File: config.mk
export PLATFORM = sky130hd
export DESIGN_NAME = pidsl_term
export DESIGN_NICKNAME = d
export VERILOG_FILES = /design/src/rtl/core/pidsl_pkg.sv /design/src/rtl/core/pidsl_term.sv
export SDC_FILE = /design/constraint.sdc
export NUM_CORES = 2
export LEC_CHECK = 0
export ABC_AREA = 1
export BUFFER_PORTS_ARGS = -buffer_cell sky130_fd_sc_hd__buf_2
export CORE_MARGIN = 4
export CORE_UTILIZATION = 60
export DETAILED_ROUTE_END_ITERATION = 10
export PLACE_DENSITY = 0.8
export SYNTH_ARGS = -nofsm -noshare
export SYNTH_HDL_FRONTEND = slang
export SYNTH_SLANG_ARGS = --single-unit
File: constraint.sdc
create_clock -name clk -period 9.1 [get_ports clk]
set_clock_uncertainty 0.15 [all_clocks]
set_input_delay 0.91 -clock clk [delete_from_list [all_inputs] [get_ports clk]]
set_output_delay 0.91 -clock clk [all_outputs]
set_load 0.005 [all_outputs]
File: src/rtl/core/pidsl_pkg.sv
`default_nettype none
// ----------------------------------------------------------------------------
// pidsl_pkg: shared types and constants for the clamped PID controller
// Fixed controller constants, Q16.16 widths, register indexes and the
// pipeline control bundle.
// ----------------------------------------------------------------------------
package pidsl_pkg;

    // Fixed controller constants.
    localparam int SPEED_SHIFT = 0;
    localparam int OUT_OFFSET  = 0;
    localparam int SLEW_STEP   = 3000;

    localparam int FRAC_W   = 16;
    localparam int IN_W     = 16;
    localparam int GAIN_W   = 32;
    localparam int LIM_W    = 15;
    localparam int DB_W     = 16;
    localparam int TLIM_W   = 16;
    localparam int ERR_W    = 34;
    localparam int MAG_W    = 35;
    localparam int PROD_W   = MAG_W + GAIN_W;
    localparam int PLIM_W   = TLIM_W + 2 * FRAC_W;
    localparam int TERM_W   = 34;
    localparam int ISUM_W   = 32;
    localparam int IACC_W   = 35;
    localparam int PD_W     = 35;
    localparam int SUM_W    = 36;
    localparam int SLW_W    = 37;
    localparam int OUT_W    = 32;
    localparam int DRIVE_W  = 16;
    localparam int IDX_W    = 3;
    localparam int CFG_W    = 32;

    // The integrator increment saturates at this magnitude, in integer units.
    localparam logic [TLIM_W-1:0] INC_LIMIT = 16'hFFFF;

    localparam logic signed [PD_W-1:0]  OFFSET_Q = PD_W'(OUT_OFFSET) <<< FRAC_W;
    localparam logic signed [SLW_W-1:0] SLEW_Q   = SLW_W'(SLEW_STEP) <<< FRAC_W;

    typedef enum logic [IDX_W-1:0] {
        REG_GAIN_P   = 3'd0,
        REG_GAIN_I   = 3'd1,
        REG_GAIN_D   = 3'd2,
        REG_DEAD     = 3'd3,
        REG_P_LIMIT  = 3'd4,
        REG_I_LIMIT  = 3'd5,
        REG_D_LIMIT  = 3'd6,
        REG_OUT_LIM  = 3'd7
    } cfg_idx_t;

    typedef struct packed {
        logic [GAIN_W-1:0] gain_proportional;
        logic [GAIN_W-1:0] gain_integral;
        logic [GAIN_W-1:0] gain_derivative;
        logic [DB_W-1:0]   dead_band;
        logic [LIM_W-1:0]  p_term_limit;
        logic [LIM_W-1:0]  i_term_limit;
        logic [LIM_W-1:0]  d_term_limit;
        logic [LIM_W-1:0]  output_limit;
    } cfg_t;

    // Register enables per stage, plus state commits that fire only when a
    // real item (not a bubble) enters the stage.
    typedef struct packed {
        logic in_ld;
        logic err_ld;
        logic err_upd;
        logic prod_ld;
        logic term_ld;
        logic pd_ld;
        logic isum_upd;
        logic sum_ld;
        logic out_ld;
        logic out_upd;
    } ctrl_t;

endpackage
`default_nettype wire

File: src/rtl/core/pidsl_term.sv
`default_nettype none
// ----------------------------------------------------------------------------
// pidsl_term: gain multiplier with symmetric clamp
// Multiplies the input magnitude by an unsigned Q16.16 gain, registers the
// Q35.32 product, clamps it to the limit and rounds toward minus infinity.
// ----------------------------------------------------------------------------
module pidsl_term (
    input  wire logic                               clk,
    input  wire logic                               prod_ld,
    input  wire logic                               term_ld,
    input  wire logic signed [pidsl_pkg::MAG_W-1:0] x,
    input  wire logic [pidsl_pkg::GAIN_W-1:0]       gain,
    input  wire logic [pidsl_pkg::TLIM_W-1:0]       limit,
    output logic signed [pidsl_pkg::TERM_W-1:0]     term
);
    import pidsl_pkg::*;

    logic [MAG_W-1:0]         mag_x;
    logic [PROD_W-1:0]        prod_reg;
    logic                     neg_reg;
    logic signed [TERM_W-1:0] term_reg;

    logic [PLIM_W-1:0]        lim_q;
    logic [PLIM_W-1:0]        prod_sat;
    logic [PLIM_W:0]          prod_up;
    logic [TERM_W-1:0]        whole;
    logic signed [TERM_W-1:0] term_next;

    assign mag_x = x[MAG_W-1] ? MAG_W'(-x) : MAG_W'(x);

    always_ff @(posedge clk)
    begin
        if (prod_ld)
        begin
            prod_reg <= PROD_W'(mag_x) * PROD_W'(gain);
            neg_reg  <= x[MAG_W-1];
        end
        if (term_ld)
        begin
            term_reg <= term_next;
        end
    end

    always_comb
    begin
        lim_q    = {limit, 32'h0000_0000};
        prod_sat = (prod_reg > PROD_W'(lim_q)) ? lim_q : prod_reg[PLIM_W-1:0];
        // Rounding the magnitude up gives the floor of the negative value.
        prod_up  = {1'b0, prod_sat} + (PLIM_W + 1)'(neg_reg ? 16'hFFFF : 16'h0000);
        whole    = TERM_W'(prod_up[PLIM_W:FRAC_W]);
        term_next = neg_reg ? -$signed(whole) : $signed(whole);
    end

    assign term = term_reg;

endmodule
`default_nettype wire

==> impl_results.md <==
- Syn_area_per_cell: 7.956 um2
- CP Data Required Time: 9060 ps
- DR vias/cell: 5.754
- Post-synth EDFFs: 102
- Final wirelength: 150700 um
- Async SR Flop Fraction: 0%
- DR WL/cell: 21.51 um
- TritonCTS clock tree: yes
- Placed cell areas: 49130 um2
- Clock Latency Late Sink: 370 ps
- Final Setup Violations: 29
- Synth warnings: 0
- CP Capture Type: flop
- Critical path depth: 45
- Max reg flops: 67
- Max frequency: 0.1063 GHz
- H-Tree Depth: 3
- Worst slack at placement: -895.1 ps
- Nets: 7408
- Slew Viols, Final: 0
- First-pass GRT wire length: 226200 um
- Reg2Reg Depth: 31
- CP Class: input pin to flop
- Die area: 78060 um2
- Die height: 279.4 um
- Worst hold path stage count: 6
- Crit share post-route: 103.4%
- RePlAce Congestion: 1.035
- # IOs: 120
- Layout area overhead: 17.67%
- Core area: 72960 um2
- Primary FF master, synth: edfxtp_1
- Critical path fanouts, max: 7
- Clock root buffer: clkbuf_16
- Critical Path AT: 9370 ps
- Failing checks: setup timing
- IO buf count: 119
- Worst slew pin tran: 904.3 ps
- Hold Path Class: flop to flop
- Post-route DRC: 0
- Gr usage total: 37.73%
- 1st-pass router iterations: 8
- DP Wirelength: 124700 um
- Initial Util: 60.57%
- Layout cells sized above 1: 19.36%
- Clock transition at path regs: 70 ps
- Sink Count: 102
- Maximum root-to-sink buffer count: 2
- Cells after Synth: 5555
- Post-route cell area: 52000 um2
- Slowest CP cell: fa_1
- Final hold vios: 0
- Max Cap Viol: 0
- CP Launch Type: input pin
- Synthesized Nets: 6926
- Critical path's top delay family: adder cells
- Status: finished, violations left
- RSZ-0062 raised after global routing: true
- Starting DRC count in detailed routing: 4052
- Std cell rows: 99
- Syn Std Cell Area: 44190 um2
- Most used cell along the critical path: fa_1
- Die Width: 279.4 um
- Max stage delay on crit path: 580 ps
- Slew HR: 39.71%
- Grt ovf: 0
- Worst Path Buf+Inv: 10
- Yosys cell types: 60
- Sequential cell area fraction in the yosys report: 6.931%
- Post-route setup slack: -308.3 ps
- DR vias: 40317
- Register bit count reported by yosys: 102
- Initial antenna violation count: 6
- Pin count of the biggest net entering global routing: 70
- Post-layout util: 71.27%
- Cts bufs inserted: 9
- Final ANT Viol Nets: 0
- Vias in the first global route: 41116
- Final Critical Period: 9408 ps
-- cells in the final DEF (no fill, tap or decap), types with 7 or more instances in the layout --
cell type and count:
nand3b_1 15, a31oi_1 12, buf_12 21, nor2_2 57, or2_2 18, o21a_1 10
fa_2 49, clkbuf_16 9, o21ai_1 16, nand2_4 18, a21oi_1 92, fa_1 937
nand4_1 38, o21ai_2 17, a31oi_4 7, xnor2_1 27, inv_1 1246, nor2_1 808
inv_2 60, a21oi_4 9, nand2_1 1004, buf_2 116, buf_6 36, nand3_4 8
a21oi_2 39, o211ai_1 7, xor2_1 62, nand3_2 16, nand3_1 129, ha_4 38
nor3_1 18, o21ai_0 42, clkinv_1 19, buf_4 504, ha_1 261, nand2_2 46
edfxtp_1 102, nor2_4 28
-- cell families (layout without fill, tap and decap cells) --
kind of cell / Yosys count / after routing / share of synthesized area, %
XOR/XNOR: 100 / 100 / 1.982
buffers and inverters: 1544 / 2031 / 13.34
AND/OR/NAND/NOR: 2239 / 2239 / 20.95
flip-flops: 102 / 102 / 6.931
AO/OA/AOI/OAI: 285 / 285 / 3.669
adder cells (fa/ha/maj): 1285 / 1285 / 53.13
other: 0 / 6 / 0
-- metrics by stage --
| step | hold WS [ps] | TNS, ps | instances |
|---|---|---|---|
| after floorplan | 636.5 | 0 | 5555 |
| after global placement | 737.4 | -17380 | 6920 |
| after detailed placement | 762.0 | -20390 | 6920 |
| after CTS | 774.1 | -566.9 | 6968 |
| after global routing | 840.0 | -15300 | 7001 |
| final | 804.1 | -4745 | 7007 |
-- Yosys cell counts, types with 3 or more instances --
cell	number	area share, %
inv_1	1297	11
nand2_1	1040	8.8
fa_1	986	45
nor2_1	865	7.3
ha_1	299	8.5
clkbuf_1	187	1.6
a21oi_1	140	1.6
nand3_1	139	1.6
edfxtp_1	102	6.9
xor2_1	70	1.4
o21ai_0	64	0.72
nand4_1	38	0.54
xnor2_1	30	0.59
nand2_2	25	0.35
nor2_2	24	0.34
a31oi_1	21	0.30
clkinv_1	21	0.18
or2_2	20	0.28
nor3_1	18	0.20
inv_2	15	0.13
nand3b_1	15	0.25
nor4_1	11	0.16
o21a_1	11	0.19
buf_2	10	0.11
nand3_2	10	0.23
o21ai_1	10	0.11
nor3_2	8	0.18
o211ai_1	7	0.12
o21bai_1	6	0.10
nand2_4	4	0.10
nand3_4	4	0.16
nor2_4	4	0.10
o21ai_2	4	0.079
o221a_2	4	0.10
o221ai_1	4	0.079
a21o_1	3	0.051
buf_1	3	0.025
buf_4	3	0.051
buf_6	3	0.076
buf_8	3	0.10
o2111ai_1	3	0.059
-- layer usage --
layer  part of all wire, %  GRT usage [%]
met5                 0.014              0
met2                    45          59.28
met4                   8.5          23.35
met1                    34          48.83
met3                    12          7.259
-- final timing paths --
check | slack, ps | start | end
max reg2reg | 3360 | prod_reg[42] | term[30]
min reg2reg | 800 | prod_reg[44] | term[28]
max | -310 | x[2] | prod_reg[62]
min | 800 | prod_reg[44] | term[28]
-- worst min-delay path: stages (launching register included) --
cell	delay, ps
edfxtp_1	370
nand2_1	80
o21ai_2	80
nand2_1	60
nand2_1	150
nand2_1	70
nand2_1	50
-- repair_timing --
item | in CTS | in global routing
setup buffers | 32 | 39
endpoints found under the setup margin | 30 | 39
pin swaps | 127 | 150
hold buffers | 0 | 0
resized for setup | 216 | 294
-- layout make-up --
type / count / area, um2
Multi-Input combinational cell: 3909 / 37130
Timing Repair Buffer: 681 / 5250
Clock buffer: 10 / 229.0
Antenna cell: 6 / 15.01
Sequential cell: 102 / 3063
Fill cell: 5512 / 20960
Clock inverter: 6 / 68.82
Inverter: 1334 / 5046
Tap cell: 959 / 1200
Power is left out: the tool's default activity adds up to more than one toggle a clock period on the data nets, which glitch-free logic cannot reach.
