<file path="config.mk">
export PLATFORM = sky130hd
export DESIGN_NAME = pidsl_out
export DESIGN_NICKNAME = d
export VERILOG_FILES = /design/src/rtl/core/pidsl_pkg.sv /design/src/rtl/core/pidsl_out.sv
export SDC_FILE = /design/constraint.sdc
export NUM_CORES = 1
export LEC_CHECK = 0
export BUFFER_PORTS_ARGS = -buffer_cell sky130_fd_sc_hd__buf_2
export CORE_ASPECT_RATIO = 1.25
export CORE_MARGIN = 10
export CORE_UTILIZATION = 55
export CTS_BUF_LIST = sky130_fd_sc_hd__clkbuf_8
export DETAILED_ROUTE_END_ITERATION = 7
export PLACE_DENSITY = 0.75
export SYNTH_ARGS = -nofsm -noshare
export SYNTH_HDL_FRONTEND = slang
export SYNTH_SLANG_ARGS = --single-unit
export TNS_END_PERCENT = 10
</file>
<file path="constraint.sdc">
create_clock -name clk -period 15.17 [get_ports clk]
set_clock_uncertainty 0.1 [all_clocks]
set_input_delay 1.517 -clock clk [delete_from_list [all_inputs] [get_ports clk]]
set_output_delay 1.517 -clock clk [all_outputs]
set_load 0.05 [all_outputs]
</file>
<file path="src/rtl/core/pidsl_pkg.sv">
`default_nettype none
// ----------------------------------------------------------------------------
// pidsl_pkg: shared types and constants for the clamped PID controller
// Fixed controller constants, Q16.16 widths, register indexes and the
// pipeline control bundle.
// ----------------------------------------------------------------------------
package pidsl_pkg;

    // Fixed controller constants.
    localparam int SPEED_SHIFT = 0;
    localparam int OUT_OFFSET  = 0;
    localparam int SLEW_STEP   = 3000;

    localparam int FRAC_W   = 16;
    localparam int IN_W     = 16;
    localparam int GAIN_W   = 32;
    localparam int LIM_W    = 15;
    localparam int DB_W     = 16;
    localparam int TLIM_W   = 16;
    localparam int ERR_W    = 34;
    localparam int MAG_W    = 35;
    localparam int PROD_W   = MAG_W + GAIN_W;
    localparam int PLIM_W   = TLIM_W + 2 * FRAC_W;
    localparam int TERM_W   = 34;
    localparam int ISUM_W   = 32;
    localparam int IACC_W   = 35;
    localparam int PD_W     = 35;
    localparam int SUM_W    = 36;
    localparam int SLW_W    = 37;
    localparam int OUT_W    = 32;
    localparam int DRIVE_W  = 16;
    localparam int IDX_W    = 3;
    localparam int CFG_W    = 32;

    // The integrator increment saturates at this magnitude, in integer units.
    localparam logic [TLIM_W-1:0] INC_LIMIT = 16'hFFFF;

    localparam logic signed [PD_W-1:0]  OFFSET_Q = PD_W'(OUT_OFFSET) <<< FRAC_W;
    localparam logic signed [SLW_W-1:0] SLEW_Q   = SLW_W'(SLEW_STEP) <<< FRAC_W;

    typedef enum logic [IDX_W-1:0] {
        REG_GAIN_P   = 3'd0,
        REG_GAIN_I   = 3'd1,
        REG_GAIN_D   = 3'd2,
        REG_DEAD     = 3'd3,
        REG_P_LIMIT  = 3'd4,
        REG_I_LIMIT  = 3'd5,
        REG_D_LIMIT  = 3'd6,
        REG_OUT_LIM  = 3'd7
    } cfg_idx_t;

    typedef struct packed {
        logic [GAIN_W-1:0] gain_proportional;
        logic [GAIN_W-1:0] gain_integral;
        logic [GAIN_W-1:0] gain_derivative;
        logic [DB_W-1:0]   dead_band;
        logic [LIM_W-1:0]  p_term_limit;
        logic [LIM_W-1:0]  i_term_limit;
        logic [LIM_W-1:0]  d_term_limit;
        logic [LIM_W-1:0]  output_limit;
    } cfg_t;

    // Register enables per stage, plus state commits that fire only when a
    // real item (not a bubble) enters the stage.
    typedef struct packed {
        logic in_ld;
        logic err_ld;
        logic err_upd;
        logic prod_ld;
        logic term_ld;
        logic pd_ld;
        logic isum_upd;
        logic sum_ld;
        logic out_ld;
        logic out_upd;
    } ctrl_t;

endpackage
`default_nettype wire

</file>
<file path="src/rtl/core/pidsl_out.sv">
`default_nettype none
// ----------------------------------------------------------------------------
// pidsl_out: integrator, term sum, slew limit and output clamp
// Holds the integrator and the last output as state and drives the result
// register.
// ----------------------------------------------------------------------------
module pidsl_out (
    input  wire logic                                clk,
    input  wire logic                                rst_n,
    input  wire pidsl_pkg::ctrl_t                    ctrl,
    input  wire logic [pidsl_pkg::LIM_W-1:0]         i_term_limit,
    input  wire logic [pidsl_pkg::LIM_W-1:0]         output_limit,
    input  wire logic signed [pidsl_pkg::TERM_W-1:0] p_term,
    input  wire logic signed [pidsl_pkg::TERM_W-1:0] i_inc,
    input  wire logic signed [pidsl_pkg::TERM_W-1:0] d_term,
    input  wire logic                                err_pos,
    input  wire logic                                err_neg,
    input  wire logic                                meas_nz,
    output logic signed [pidsl_pkg::DRIVE_W-1:0]     drive
);
    import pidsl_pkg::*;

    logic signed [ISUM_W-1:0]  isum_reg;
    logic signed [PD_W-1:0]    pd_reg;
    logic                      nz5_reg;
    logic signed [SUM_W-1:0]   sum_reg;
    logic                      nz6_reg;
    logic signed [OUT_W-1:0]   prev_out_reg;
    logic signed [DRIVE_W-1:0] drive_reg;

    logic signed [IACC_W-1:0]  iacc;
    logic signed [IACC_W-1:0]  ilim;
    logic signed [ISUM_W-1:0]  isum_next;
    logic signed [PD_W-1:0]    pd_next;
    logic signed [SUM_W-1:0]   sum_next;
    logic signed [SLW_W-1:0]   delta;
    logic signed [SLW_W-1:0]   slewed;
    logic signed [SLW_W-1:0]   olim;
    logic signed [OUT_W-1:0]   out_next;

    always_comb
    begin
        iacc = IACC_W'(isum_reg) + IACC_W'(i_inc);
        ilim = $signed(IACC_W'({i_term_limit, 16'h0000}));
        priority if (iacc > ilim)
            isum_next = ISUM_W'(ilim);
        else if (iacc < -ilim)
            isum_next = ISUM_W'(-ilim);
        else
            isum_next = ISUM_W'(iacc);

        pd_next = PD_W'(p_term) + PD_W'(d_term);
        if (err_pos)
            pd_next = pd_next + OFFSET_Q;
        else if (err_neg)
            pd_next = pd_next - OFFSET_Q;

        sum_next = SUM_W'(pd_reg) + SUM_W'(isum_reg);
    end

    always_comb
    begin
        delta = SLW_W'(sum_reg) - SLW_W'(prev_out_reg);
        if (nz6_reg && (delta > SLEW_Q || delta < -SLEW_Q))
            slewed = delta[SLW_W-1] ? SLW_W'(prev_out_reg) - SLEW_Q
                                    : SLW_W'(prev_out_reg) + SLEW_Q;
        else
            slewed = SLW_W'(sum_reg);

        olim = $signed(SLW_W'({output_limit, 16'h0000}));
        priority if (slewed > olim)
            out_next = OUT_W'(olim);
        else if (slewed < -olim)
            out_next = OUT_W'(-olim);
        else
            out_next = OUT_W'(slewed);
    end

    always_ff @(posedge clk)
    begin
        if (ctrl.pd_ld)
        begin
            pd_reg  <= pd_next;
            nz5_reg <= meas_nz;
        end
        if (ctrl.sum_ld)
        begin
            sum_reg <= sum_next;
            nz6_reg <= nz5_reg;
        end
        if (ctrl.out_ld)
        begin
            // Arithmetic shift right by the fraction width floors the value.
            drive_reg <= out_next[OUT_W-1:FRAC_W];
        end
    end

    always_ff @(posedge clk or negedge rst_n)
    begin
        if (!rst_n)
        begin
            isum_reg     <= '0;
            prev_out_reg <= '0;
        end
        else
        begin
            if (ctrl.isum_upd)
                isum_reg <= isum_next;
            if (ctrl.out_upd)
                prev_out_reg <= out_next;
        end
    end

    assign drive = drive_reg;

endmodule
`default_nettype wire
</file>
==> run summary <==
total non-filler cell area in the finished layout -> 18,100 sq um
Crit path top cell by count -> sky130_fd_sc_hd__ha_1
run status -> finished clean
startpoint of the lowest-slack register-to-register path -> sum_reg[0]
cell type with the highest aggregate area in the netlist -> sky130_fd_sc_hd__ha_1
horizontal extent of the die -> 175 um
CP peak stage delay -> 0.91 ns
minimum period implied by the final worst setup slack -> 9.33 ns
total setup violations reported at the end of the flow -> 0
most repeated cell in the gate-level netlist after synthesis -> sky130_fd_sc_hd__ha_1
top-level port count -> 163
classification of the worst-slack hold path -> reg -> reg
portion of synthesized cell area occupied by the leading cell type -> 0.162
DRC viols -> 0
count of cells along the worst register-to-register path -> 31
critical path class -> reg -> reg
die area -> 37,400 sq um
Slew @ Worst Pin -> 1.15 ns
Post-Place Cell Area -> 17,600 sq um
fin. max-slew vios -> 0
count of nets after finishing -> 2,378
FF+latch area -> 4270 sq um
number of synthesized register bits -> 153
critical path data required time -> 15.47 ns
Post-synth EDFFs -> 89
most used standard cells in the synthesized netlist -> sky130_fd_sc_hd__ha_1, sky130_fd_sc_hd__nor2_1, sky130_fd_sc_hd__nand2_1
average wire length per cell after detail routing -> 19.3 um
first-pass GRT wire length -> 75,200 um
RSZ-0062 raised after global routing -> false
final hold vios -> 0
slowest cell on the critical path -> sky130_fd_sc_hd__a2111oi_4
setup fix buffers added after clock tree synthesis -> 0
clock slew at reported path FFs -> 0.09 ns
effective utilization at floorplan -> 0.561
via/cell ratio -> 6.31
CTS tree -> built
number of buffers on the longest clock path -> 2
antenna violations before repair -> 2
number of diodes -> 0
Setup TNS Final -> 0 ns
total of fill cells in the finished design -> 2,614
final global-route overflow total -> 0
share of cells above drive strength 1 -> 0.132
CP Capture Type -> flip-flop
drt first pass iters -> 8
end of the worst register-to-register path -> prev_out_reg[2]
overall global routing resource usage -> 0.243
maximum number of pins on one net before global-route repair -> 65
destination of the worst hold path -> nz6_reg
detailed router's first-iteration violation count -> 1,152
core footprint -> 29,400 sq um
gate count after technology mapping -> 1,885
placer's final routability congestion estimate -> 0.935
DR vias -> 15,300
leading cell types by total area after synthesis -> sky130_fd_sc_hd__ha_1, sky130_fd_sc_hd__edfxtp_1, sky130_fd_sc_hd__dfrtp_1
die span in y -> 214 um
post-synth design cell area -> 16,500 sq um
worst-skew pair later-pin latency -> 0.47 ns
worst hold path cell count -> 0
max capacitance violation total -> 0
Seq/Total Area, Yosys -> 0.259
number of levels in the clock H-tree -> 4
total of warnings raised by yosys -> 0
beginning of the worst hold path -> nz5_reg
area added between synthesis and finish -> 9.52%
mean post-synth cell area -> 8.76 sq um
ys flop type -> sky130_fd_sc_hd__edfxtp_1
number of global-route vias before repair -> 15,200
clock net sink count -> 153
Post-Synthesis Net Count -> 2,250
standard-cell row count -> 70
Post-CTS Hold Buffers -> 0
library cells used by synthesis -> 101
asr flop ratio synth -> 0.418
Post-Route WL -> 46,700 um
post-DP HPWL -> 37,500 um
Largest register FFs -> 36
part of the cycle the worst path needs -> 0.615
area of the multi-input gates -> 11,500 sq um
remaining antenna violation count -> 0
number of I/O port buffers -> 155
Max Fclk -> 0.107 GHz
critical-path maximum fanout -> 18
slack of the worst reg-to-reg path -> 5.84 ns
clock buffer count from CTS -> 17
launching element type of the critical path -> flip-flop
total of cells resized after clock tree synthesis -> 0
critical path data arrival time -> 9.62 ns
Max-slew headroom -> 0.228
clock tree root buffer cell -> sky130_fd_sc_hd__clkbuf_8
worst max-delay path by stage:
stage / depth (start not counted) / slack [ns] / startpoint / endpoint
6_report: 31 / 5.84 / sum_reg[0] / prev_out_reg[2]
3_5_place_dp: 31 / 6.00 / sum_reg[0] / prev_out_reg[2]
3_3_place_gp: 31 / 6.10 / sum_reg[0] / prev_out_reg[9]
4_1_cts: 31 / 5.94 / sum_reg[0] / prev_out_reg[2]
2_1_floorplan: 35 / 7.64 / prev_out_reg[24] / prev_out_reg[10]
5_1_grt: 31 / 5.40 / sum_reg[0] / prev_out_reg[10]
layout make-up:
| cell class | count | share of cell area |
|---|---|---|
| clock buffers | 18 | 0.0137 |
| repair buffers | 162 | 0.0458 |
| inverters | 132 | 0.0274 |
| well taps | 396 | 0.0274 |
| clock inverters | 14 | 0.0120 |
| flip-flops and latches | 153 | 0.236 |
| multi-input cells | 1547 | 0.637 |
worst max-delay path, delay by kind of cell (launching register included):
family / cells / cell delay (ns)
buffers and inverters: 2 / 0.37
AO/OA/AOI/OAI: 15 / 4.25
multiplexers: 2 / 0.58
XOR/XNOR: 1 / 0.08
AND/OR/NAND/NOR: 7 / 2.10
flip-flops: 1 / 0.40
adder cells (fa/ha/maj): 4 / 1.37
per-stage QoR:
| stage | setup WS (ns) | util | cells | hold slack (ns) |
|---|---|---|---|---|
| after floorplan | 7.64 | - | 1885 | 0.300 |
| after global placement | 6.10 | 0.599 | 2390 | 0.306 |
| after detailed placement | 6.00 | 0.599 | 2390 | 0.310 |
| after CTS | 5.94 | 0.614 | 2422 | 0.332 |
| after global routing | 5.40 | 0.614 | 2422 | 0.362 |
| final | 5.84 | 0.614 | 2422 | 0.332 |
routing by layer:
| layer | global-route usage | vias up | routed length (um) |
|---|---|---|---|
| met2 | 0.427 | 512 | 22600 |
| met5 | 0 | - | 10 |
| met4 | 0.103 | 2 | 1560 |
| met3 | 0.0371 | 95 | 2670 |
| met1 | 0.291 | 7247 | 19800 |
| li1 | - | 7422 | - |
cell families (layout without fill, tap and decap cells):
group | after synthesis | after routing | synth area share
AO/OA/AOI/OAI | 600 | 600 | 0.262
XOR/XNOR | 144 | 144 | 0.0769
adder cells (fa/ha/maj) | 218 | 218 | 0.167
buffers and inverters | 185 | 326 | 0.0448
flip-flops | 153 | 153 | 0.259
multiplexers | 27 | 27 | 0.0182
AND/OR/NAND/NOR | 558 | 558 | 0.172
layout by cell type (no fill, tap or decap), types with 9 or more instances in the layout:
master	Yosys	final
sky130_fd_sc_hd__o21ai_0	75	75
sky130_fd_sc_hd__nand2b_1	29	29
sky130_fd_sc_hd__nor2_1	131	131
sky130_fd_sc_hd__xnor2_1	109	109
sky130_fd_sc_hd__nand4_1	31	31
sky130_fd_sc_hd__dfrtp_1	64	64
sky130_fd_sc_hd__buf_2	11	155
sky130_fd_sc_hd__nor2b_1	29	29
sky130_fd_sc_hd__a21o_1	56	56
sky130_fd_sc_hd__clkbuf_8	0	18
sky130_fd_sc_hd__or3_1	24	24
sky130_fd_sc_hd__o31ai_1	14	14
sky130_fd_sc_hd__a211oi_1	21	21
sky130_fd_sc_hd__ha_1	214	214
sky130_fd_sc_hd__a31o_2	11	11
sky130_fd_sc_hd__edfxtp_1	89	89
sky130_fd_sc_hd__nand3_1	33	33
sky130_fd_sc_hd__a31oi_1	29	29
sky130_fd_sc_hd__o21a_1	59	59
sky130_fd_sc_hd__a32o_1	26	26
sky130_fd_sc_hd__nor3_1	50	49
sky130_fd_sc_hd__o21ai_1	10	10
sky130_fd_sc_hd__o211ai_1	26	26
sky130_fd_sc_hd__or2_2	10	10
sky130_fd_sc_hd__xor2_1	34	34
sky130_fd_sc_hd__nor4_1	26	26
sky130_fd_sc_hd__nand2_1	129	129
sky130_fd_sc_hd__and3_1	21	21
sky130_fd_sc_hd__o32ai_1	9	9
sky130_fd_sc_hd__mux2_2	19	19
sky130_fd_sc_hd__inv_1	128	128
sky130_fd_sc_hd__a21oi_1	114	114
sky130_fd_sc_hd__and2_1	16	16
sky130_fd_sc_hd__o31a_1	11	11
sky130_fd_sc_hd__o22ai_1	12	11
Power is not shown: default switching activity piles up to over one toggle a cycle in this logic, so the estimate is an artifact.
