### config.mk
export PLATFORM = sky130hd
export DESIGN_NAME = pidsl_err
export DESIGN_NICKNAME = d
export VERILOG_FILES = /design/src/rtl/core/pidsl_pkg.sv /design/src/rtl/core/pidsl_err.sv
export SDC_FILE = /design/constraint.sdc
export NUM_CORES = 1
export LEC_CHECK = 0
export ABC_AREA = 0
export BUFFER_PORTS_ARGS = -buffer_cell sky130_fd_sc_hd__buf_2
export CORE_MARGIN = 2
export CORE_UTILIZATION = 24
export CTS_CLUSTER_DIAMETER = 200
export CTS_CLUSTER_SIZE = 25
export DETAILED_ROUTE_END_ITERATION = 6
export PLACE_DENSITY = 0.41
export REMOVE_ABC_BUFFERS = 1
export SLEW_MARGIN = 5
export SYNTH_ARGS = -nofsm -noshare
export SYNTH_HDL_FRONTEND = slang
export SYNTH_SLANG_ARGS = --single-unit
### constraint.sdc
create_clock -name clk -period 5.55 [get_ports clk]
set_clock_uncertainty 0.05 [all_clocks]
set_input_delay 0.555 -clock clk [delete_from_list [all_inputs] [get_ports clk]]
set_output_delay 0.555 -clock clk [all_outputs]
set_load 0.02 [all_outputs]
### src/rtl/core/pidsl_pkg.sv
`default_nettype none
// ----------------------------------------------------------------------------
// pidsl_pkg: shared types and constants for the clamped PID controller
// Fixed controller constants, Q16.16 widths, register indexes and the
// pipeline control bundle.
// ----------------------------------------------------------------------------
package pidsl_pkg;

    // Fixed controller constants.
    localparam int SPEED_SHIFT = 0;
    localparam int OUT_OFFSET  = 0;
    localparam int SLEW_STEP   = 3000;

    localparam int FRAC_W   = 16;
    localparam int IN_W     = 16;
    localparam int GAIN_W   = 32;
    localparam int LIM_W    = 15;
    localparam int DB_W     = 16;
    localparam int TLIM_W   = 16;
    localparam int ERR_W    = 34;
    localparam int MAG_W    = 35;
    localparam int PROD_W   = MAG_W + GAIN_W;
    localparam int PLIM_W   = TLIM_W + 2 * FRAC_W;
    localparam int TERM_W   = 34;
    localparam int ISUM_W   = 32;
    localparam int IACC_W   = 35;
    localparam int PD_W     = 35;
    localparam int SUM_W    = 36;
    localparam int SLW_W    = 37;
    localparam int OUT_W    = 32;
    localparam int DRIVE_W  = 16;
    localparam int IDX_W    = 3;
    localparam int CFG_W    = 32;

    // The integrator increment saturates at this magnitude, in integer units.
    localparam logic [TLIM_W-1:0] INC_LIMIT = 16'hFFFF;

    localparam logic signed [PD_W-1:0]  OFFSET_Q = PD_W'(OUT_OFFSET) <<< FRAC_W;
    localparam logic signed [SLW_W-1:0] SLEW_Q   = SLW_W'(SLEW_STEP) <<< FRAC_W;

    typedef enum logic [IDX_W-1:0] {
        REG_GAIN_P   = 3'd0,
        REG_GAIN_I   = 3'd1,
        REG_GAIN_D   = 3'd2,
        REG_DEAD     = 3'd3,
        REG_P_LIMIT  = 3'd4,
        REG_I_LIMIT  = 3'd5,
        REG_D_LIMIT  = 3'd6,
        REG_OUT_LIM  = 3'd7
    } cfg_idx_t;

    typedef struct packed {
        logic [GAIN_W-1:0] gain_proportional;
        logic [GAIN_W-1:0] gain_integral;
        logic [GAIN_W-1:0] gain_derivative;
        logic [DB_W-1:0]   dead_band;
        logic [LIM_W-1:0]  p_term_limit;
        logic [LIM_W-1:0]  i_term_limit;
        logic [LIM_W-1:0]  d_term_limit;
        logic [LIM_W-1:0]  output_limit;
    } cfg_t;

    // Register enables per stage, plus state commits that fire only when a
    // real item (not a bubble) enters the stage.
    typedef struct packed {
        logic in_ld;
        logic err_ld;
        logic err_upd;
        logic prod_ld;
        logic term_ld;
        logic pd_ld;
        logic isum_upd;
        logic sum_ld;
        logic out_ld;
        logic out_upd;
    } ctrl_t;

endpackage
`default_nettype wire

### src/rtl/core/pidsl_err.sv
`default_nettype none
// ----------------------------------------------------------------------------
// pidsl_err: input register and error stage
// Scales the measured sample, forms the Q18.16 error with dead band and the
// change of error since the previous item.
// ----------------------------------------------------------------------------
module pidsl_err (
    input  wire logic                             clk,
    input  wire logic                             rst_n,
    input  wire pidsl_pkg::ctrl_t                 ctrl,
    input  wire logic [pidsl_pkg::DB_W-1:0]       dead_band,
    input  wire logic signed [pidsl_pkg::IN_W-1:0] measured,
    input  wire logic signed [pidsl_pkg::IN_W-1:0] target,
    output logic signed [pidsl_pkg::ERR_W-1:0]    err,
    output logic signed [pidsl_pkg::MAG_W-1:0]    err_diff,
    output logic                                  err_pos,
    output logic                                  err_neg,
    output logic                                  meas_nz
);
    import pidsl_pkg::*;

    logic signed [IN_W-1:0]  meas_reg;
    logic signed [IN_W-1:0]  targ_reg;
    logic signed [ERR_W-1:0] err_reg;
    logic signed [ERR_W-1:0] err_before_reg;
    logic signed [ERR_W-1:0] prev_err_reg;
    logic                    nz_reg;

    logic signed [ERR_W-1:0] cur;
    logic signed [ERR_W-1:0] targ_q;
    logic signed [ERR_W-1:0] err_raw;
    logic signed [ERR_W-1:0] db_q;
    logic signed [ERR_W-1:0] err_next;
    logic                    in_band;

    always_comb
    begin
        cur      = ERR_W'(meas_reg) <<< (FRAC_W - SPEED_SHIFT);
        targ_q   = ERR_W'(targ_reg) <<< FRAC_W;
        err_raw  = targ_q - cur;
        db_q     = $signed(ERR_W'({dead_band, 16'h0000}));
        in_band  = (err_raw < db_q) && (err_raw > -db_q);
        err_next = in_band ? '0 : err_raw;
    end

    always_ff @(posedge clk)
    begin
        if (ctrl.in_ld)
        begin
            meas_reg <= measured;
            targ_reg <= target;
        end
        if (ctrl.err_ld)
        begin
            err_reg        <= err_next;
            err_before_reg <= prev_err_reg;
            nz_reg         <= (meas_reg != '0);
        end
    end

    always_ff @(posedge clk or negedge rst_n)
    begin
        if (!rst_n)
        begin
            prev_err_reg <= '0;
        end
        else if (ctrl.err_upd)
        begin
            prev_err_reg <= err_next;
        end
    end

    assign err      = err_reg;
    assign err_diff = MAG_W'(err_reg) - MAG_W'(err_before_reg);
    assign err_pos  = !err_reg[ERR_W-1] && (err_reg != '0);
    assign err_neg  = err_reg[ERR_W-1];
    assign meas_nz  = nz_reg;

endmodule
`default_nettype wire

==> results of run 1 <==
Yosys cell counts, types with 2 or more instances:
| library cell | n |
|---|---|
| a2111oi_2 | 3 |
| a211oi_1 | 2 |
| a21boi_0 | 6 |
| a21boi_1 | 5 |
| a21boi_2 | 3 |
| a21o_1 | 6 |
| a21oi_1 | 50 |
| a21oi_2 | 2 |
| a221oi_1 | 3 |
| a31o_2 | 2 |
| a31oi_1 | 2 |
| and2_1 | 4 |
| and3_1 | 3 |
| buf_2 | 3 |
| buf_4 | 34 |
| buf_6 | 3 |
| clkbuf_1 | 4 |
| dfrtp_1 | 17 |
| edfxtp_1 | 67 |
| fa_1 | 2 |
| ha_1 | 62 |
| inv_1 | 74 |
| mux2i_1 | 9 |
| nand2_1 | 27 |
| nand2b_1 | 12 |
| nand3_1 | 10 |
| nand4_1 | 3 |
| nor2_1 | 30 |
| nor2b_1 | 9 |
| nor3_1 | 14 |
| nor4_1 | 9 |
| o2111ai_1 | 5 |
| o211ai_1 | 6 |
| o21a_1 | 5 |
| o21ai_0 | 33 |
| o31ai_1 | 6 |
| or2_2 | 2 |
| or3_1 | 4 |
| or4_1 | 3 |
| xnor2_1 | 23 |
| xor2_1 | 10 |
cell families after synthesis:
group                    Yosys count  share of synthesized area [%]
flip-flops                        84                           40.1
adder cells (fa/ha/maj)           65                           13.6
AND/OR/NAND/NOR                  140                           12.8
AO/OA/AOI/OAI                    151                           16.8
buffers and inverters            118                           9.82
multiplexers                      10                           1.67
XOR/XNOR                          34                           5.13
other                              1                         0.0617
area by class of cell:
| cell class | instances | area share (%) |
|---|---|---|
| multi-input cells | 432 | 44.8 |
| flip-flops and latches | 84 | 34.5 |
| clock buffers | 13 | 3.70 |
| inverters | 74 | 3.93 |
| well taps | 330 | 5.85 |
| repair buffers | 95 | 6.84 |
| diodes | 3 | 0.106 |
| clock inverters | 3 | 0.301 |
worst register-to-register path, cell delays in order (launching register included):
cell       delay, ns
edfxtp_1        0.34
inv_1           0.05
ha_1            0.34
nor2b_1         0.16
o31ai_1         0.37
a21boi_0        0.19
o21ai_0         0.24
a21boi_0        0.16
o21a_1          0.20
or3_1           0.35
and2_1          0.21
ha_1            0.30
nand2_1         0.06
or2_2           0.30
a21oi_1         0.17
nor3_1          0.07
o21a_1          0.11
a2111oi_2       0.25
o211a_4         0.51
a21boi_0        0.18
layout by cell type, fill, tap and decap left out, types with 3 or more instances in the layout:
cell | netlist | routed
a2111oi_2 | 3 | 3
a21boi_0 | 6 | 6
a21boi_1 | 5 | 5
a21boi_2 | 3 | 3
a21o_1 | 6 | 6
a21oi_1 | 50 | 50
a221oi_1 | 3 | 3
and2_1 | 4 | 4
and3_1 | 3 | 3
buf_2 | 3 | 92
buf_4 | 34 | 3
clkbuf_1 | 4 | 3
clkbuf_16 | 0 | 10
conb_1 | 1 | 32
dfrtp_1 | 17 | 17
diode_2 | 0 | 3
edfxtp_1 | 67 | 67
ha_1 | 62 | 62
inv_1 | 74 | 74
mux2i_1 | 9 | 9
nand2_1 | 27 | 27
nand2b_1 | 12 | 12
nand3_1 | 10 | 10
nand4_1 | 3 | 3
nor2_1 | 30 | 30
nor2b_1 | 9 | 9
nor3_1 | 14 | 14
nor4_1 | 9 | 9
o2111ai_1 | 5 | 5
o211ai_1 | 6 | 6
o21a_1 | 5 | 5
o21ai_0 | 33 | 33
o31ai_1 | 6 | 6
or3_1 | 4 | 4
or4_1 | 3 | 3
xnor2_1 | 23 | 23
xor2_1 | 10 | 10
power breakdown:
part	switching, mW	internal [mW]	leakage (nW)
registers	0.0789	0.844	0.878
logic	0.850	0.524	2.12
clock network	0.245	0.331	0.135
total	1.17	1.70	3.14
through the flow:
| step | utilization (%) | std cells |
|---|---|---|
| 6_report | 28.2 | 1034 |
| 2_1_floorplan | - | 590 |
| 5_1_grt | 28.2 | 1032 |
| 3_5_place_dp | 27.0 | 1015 |
| 4_1_cts | 28.2 | 1031 |
| 3_3_place_gp | 27.0 | 1015 |
per-layer routing:
metal  up-vias  GRT usage [%]  routed length (um)
met4         4           2.41                 130
met1      1922           15.0                6980
li1       2295              -                   -
met5         -              0                  27
met2       117           17.5                6130
met3        14           3.25                 854
how the worst max path moves through the flow:
| stage | start | end | slack (ns) | cells after the start |
|---|---|---|---|---|
| after detailed placement | targ_reg[0]$_DFFE_PP_ | err[21]$_DFFE_PP_ | 0.61 | 20 |
| after global placement | meas_reg[2]$_DFFE_PP_ | err[21]$_DFFE_PP_ | 0.66 | 19 |
| after floorplan | meas_reg[2]$_DFFE_PP_ | err[21]$_DFFE_PP_ | 1.31 | 19 |
| after global routing | targ_reg[0]$_DFFE_PP_ | err[21]$_DFFE_PP_ | 0.15 | 20 |
| after CTS | meas_reg[2]$_DFFE_PP_ | err[21]$_DFFE_PP_ | 0.61 | 19 |
| final | meas_reg[2]$_DFFE_PP_ | err[21]$_DFFE_PP_ | 0.68 | 19 |
==> results_dict.tcl, run 1 <==
set metrics [dict create \
    max_freq_mhz 205 \
    grt-ovfl-total 0 \
    fp.coreArea_mm2 0.0250 \
    yosys.area.top_type "edfxtp_1" \
    max_stage_delay_ns 0.51 \
    arrival_ns 4.89 \
    reg2reg_slack_ns 0.68 \
    criticalPathCategory "reg -> reg" \
    end_kind "flip-flop" \
    synth_edf_count 67 \
    critPathTopFamily "compound AO/OA/AOI/OAI gates" \
    crit_path_frequent_cell "a21boi_0" \
    synth_top_area_share_pct 33.1 \
    synth_area_leaders "edfxtp_1 33%, ha_1 13%, dfrtp_1 7.0%, inv_1 4.6%, buf_4 4.2%" \
    synth_area_mm2 0.00608 \
    num_vias 4352 \
    io_pins 132 \
    seq_area_mm2 0.00244 \
    cts_root_buf "clkbuf_16" \
    fillerInstances 2724 \
    gp_congestion 0.767 \
    final_area_mm2 0.00706 \
    syn_area_per_cell_um2 10.1 \
    path_cells "inv_1 -> ha_1 -> nor2b_1 -> o31ai_1 -> a21boi_0 -> o21ai_0 -> a21boi_0 -> o21a_1 -> or3_1 -> and2_1 -> ha_1 -> nand2_1 -> or2_2 -> a21oi_1 -> nor3_1 -> o21a_1 -> a2111oi_2 -> o211a_4 -> a21boi_0" \
    area_growth_pct 16.2 \
    whs_ns 0.0890 \
    viasPerCell 4.21 \
    start_kind "flip-flop" \
    finalSetupViolCount 0 \
    drv_slew 0 \
    grt_max_degree 36 \
    synthArstFlopShare_pct 20.2 \
    ctsHtreeMaxLevel 3 \
    post-place-ws_ns 0.613 \
    rows 58 \
    wirelength_um 14100 \
    cts_tree "yes" \
    multi_input_area_mm2 0.00316 \
    crit_required_ns 5.57 \
    path_clk_slew_ns 0.06 \
    ys_warn_count 0 \
    ys_types 67 \
    ys.flop_type "edfxtp_1" \
    grt_antenna_before_repair 5 \
    crit_buf_inv 1 \
    r2r-end "err[21]$_DFFE_PP_" \
    first_pass_iters 4 \
    timing.final.crit_share_pct 87.8 \
    max_cap_viol_count 0 \
    ys_ff_latch 84 \
    wire_per_inst_um 13.7 \
    place_area_mm2 0.00677 \
    dieArea_mm2 0.0266 \
    p_leak_nw 3.14 \
    post_cts_buffers 0 \
    outcome "finished clean" \
    postCtsHoldBufs 0 \
    powerDensity_mw_per_mm2 407 \
    portBuffers 92 \
    hp-class "in -> async" \
    layout-drive-gt1-share_pct 19.0 \
    grt_pass1_wl_um 23000 \
    grt.total_usage_pct 11.1 \
    rr_startpoint "meas_reg[2]$_DFFE_PP_" \
    max_slew_margin_pct 46.6 \
    drt.antenna.violating_nets 0 \
    report.power.total_mw 2.87 \
    reg2reg_depth 19 \
    start_util_pct 24.3 \
    cts_buffer_depth 2 \
    hpwlAfterDp_um 11400 \
    hold_violations 0 \
    cts.sinks 84 \
    setup_tns_ns 0 \
    ir_drop_mv 0.194 \
    yosysSeqAreaShare_pct 40.1 \
    period_minus_slack_ns 4.87 \
    clock_latency_ns 0.35 \
    worst_pin_slew_ns 0.798 \
    drc 0 \
    grt_pass1_vias 4346 \
    rsz0062_at_grt "false" \
    die_w_um 163 \
    drt_iter0_markers 221 \
    synthCells 603 \
    slowest_stage "o211a_4" \
    cts_resized 0 \
    final_nets 820 \
    cp_max_fo 34 \
    cts_buffers 9 \
    setup_slack_ns 0.678 \
    fp.dieH_um 163 \
]
No activity file was read; power rests on OpenSTA's default activity.
==> run 2, diff against run 1 <==
--- a/config.mk
+++ b/config.mk
@@ -9,10 +9,8 @@
 export BUFFER_PORTS_ARGS = -buffer_cell sky130_fd_sc_hd__buf_2
 export CORE_MARGIN = 2
 export CORE_UTILIZATION = 24
-export CTS_CLUSTER_DIAMETER = 200
 export CTS_CLUSTER_SIZE = 25
 export DETAILED_ROUTE_END_ITERATION = 6
-export PLACE_DENSITY = 0.41
 export REMOVE_ABC_BUFFERS = 1
 export SLEW_MARGIN = 5
 export SYNTH_ARGS = -nofsm -noshare
==> results_dict.tcl, run 2 (synthesized netlist as in run 1, its figures left out) <==
set metrics [dict create \
    fillerInstances 2629 \
    share_clk_of_total_power_pct 21.2 \
    rr_startpoint "meas_reg[2]$_DFFE_PP_" \
    max_slew_margin_pct 46.7 \
    r2r-end "err[21]$_DFFE_PP_" \
    start_util_pct 24.3 \
    clock_latency_ns 0.35 \
    powerDensity_mw_per_mm2 412 \
    layout-drive-gt1-share_pct 19.1 \
    rows 58 \
    worst_pin_slew_ns 0.799 \
    drv_slew 0 \
    setup_tns_ns 0 \
    hp-class "in -> async" \
    ir_drop_mv 0.233 \
    p_seq_share_pct 31.5 \
    wirelength_um 13800 \
    cts.sinks 84 \
    grt.total_usage_pct 10.9 \
    outcome "finished clean" \
    grt_pass1_wl_um 22600 \
    drt.antenna.violating_nets 0 \
    gp_congestion 0.870 \
    reg2reg_depth 19 \
    post_cts_buffers 0 \
    area_growth_pct 16.3 \
    p_int_mw 1.72 \
    p_leak_nw 3.14 \
    postCtsHoldBufs 0 \
    cts_buffers 9 \
    path_clk_slew_ns 0.06 \
    arrival_ns 4.78 \
    grt_max_degree 36 \
    max_freq_mhz 210 \
    die_w_um 163 \
    crit_required_ns 5.57 \
    grt-ovfl-total 0 \
    p_comb_share_pct 47.3 \
    timing.final.crit_share_pct 85.6 \
    final_nets 819 \
    final_common_cell "buf_2" \
    fp.dieH_um 163 \
    rsz0062_at_grt "false" \
    finalSetupViolCount 0 \
    grt_pass1_vias 4265 \
    grt_antenna_before_repair 4 \
    end_kind "flip-flop" \
    viasPerCell 4.32 \
    cts_buffer_depth 2 \
    hold_violations 0 \
    start_kind "flip-flop" \
    cts_root_buf "clkbuf_16" \
    post-place-ws_ns 0.813 \
    sw_frac_of_total_pct 40.9 \
    period_minus_slack_ns 4.75 \
    cts_resized 0 \
    criticalPathCategory "reg -> reg" \
    drc 0 \
    reg2reg_slack_ns 0.80 \
    cp_max_fo 34 \
    final_cell_mix "92 x buf_2, 74 x inv_1, 67 x edfxtp_1" \
    p_switching_mw 1.19 \
    hpwlAfterDp_um 11100 \
    num_vias 4463 \
    portBuffers 92 \
    io_pins 132 \
    drt_iter0_markers 330 \
    setup_slack_ns 0.798 \
    cts_tree "yes" \
    fp.coreArea_mm2 0.0250 \
    dieArea_mm2 0.0266 \
    ctsHtreeMaxLevel 3 \
    first_pass_iters 4 \
    max_cap_viol_count 0 \
    wire_per_inst_um 13.4 \
]
[run 2: area by class of cell]
cell class	count	area (um^2)	share of cell area (%)
clock buffers	10	229	3.24
multi-input cells	432	3160	44.7
repair buffers	94	475	6.72
inverters	74	278	3.93
diodes	3	7.51	0.106
flip-flops and latches	84	2440	34.5
well taps	330	413	5.84
clock inverters	6	71.3	1.01
[run 2: power groups by stage]
stage | sequential (mW) | clock [mW] | combinational, mW
after floorplan | 0.946 | 0 | 0.951
after global placement | 0.933 | 0 | 1.37
after detailed placement | 0.935 | 0 | 1.39
after CTS | 0.922 | 0.628 | 1.39
after global routing | 0.936 | 0.658 | 1.55
final | 0.919 | 0.618 | 1.38
[run 2: per-layer routing]
metal / up-vias / track usage [%] / wire length (um)
met5: - / 0 / 13
met4: 2 / 2.41 / 87
met3: 8 / 2.62 / 811
met2: 128 / 16.6 / 6020
met1: 2031 / 15.6 / 6890
li1: 2294 / - / -
[run 2: how the worst max path moves through the flow]
stage	from	end	slack, ns
5_1_grt	targ_reg[0]$_DFFE_PP_	err[21]$_DFFE_PP_	0.27
6_report	meas_reg[2]$_DFFE_PP_	err[21]$_DFFE_PP_	0.80
4_1_cts	meas_reg[2]$_DFFE_PP_	err[21]$_DFFE_PP_	0.79
2_1_floorplan	meas_reg[2]$_DFFE_PP_	err[21]$_DFFE_PP_	1.31
3_5_place_dp	meas_reg[2]$_DFFE_PP_	err[21]$_DFFE_PP_	0.81
3_3_place_gp	meas_reg[2]$_DFFE_PP_	err[21]$_DFFE_PP_	0.81
[run 2: per-stage QoR]
stage                     cell area [um^2]  hold WS [ns]  power [mW]  instances  utilization (%)
final                                 7070        0.0932        2.92       1033             28.2
after detailed placement              6760         0.382        2.32       1014             27.0
after CTS                             7060        0.0922        2.94       1030             28.2
after global routing                  7070         0.119        3.14       1031             28.2
after global placement                6760         0.381        2.30       1014             27.0
after floorplan                       5880         0.209        1.90        590                -
[run 2: critical path, stage by stage (launching register included)]
cell and delay, ns:
edfxtp_1 0.35, inv_1 0.05, ha_1 0.34, nor2b_1 0.16, o31ai_1 0.32, a21boi_0 0.18, o21ai_0 0.24, a21boi_0 0.16
o21a_1 0.20, or3_1 0.32, and2_1 0.22, ha_1 0.31, nand2_1 0.06, or2_2 0.30, a21oi_1 0.12, nor3_1 0.08
o21a_1 0.11, a2111oi_2 0.25, o211a_4 0.50, a21boi_0 0.14
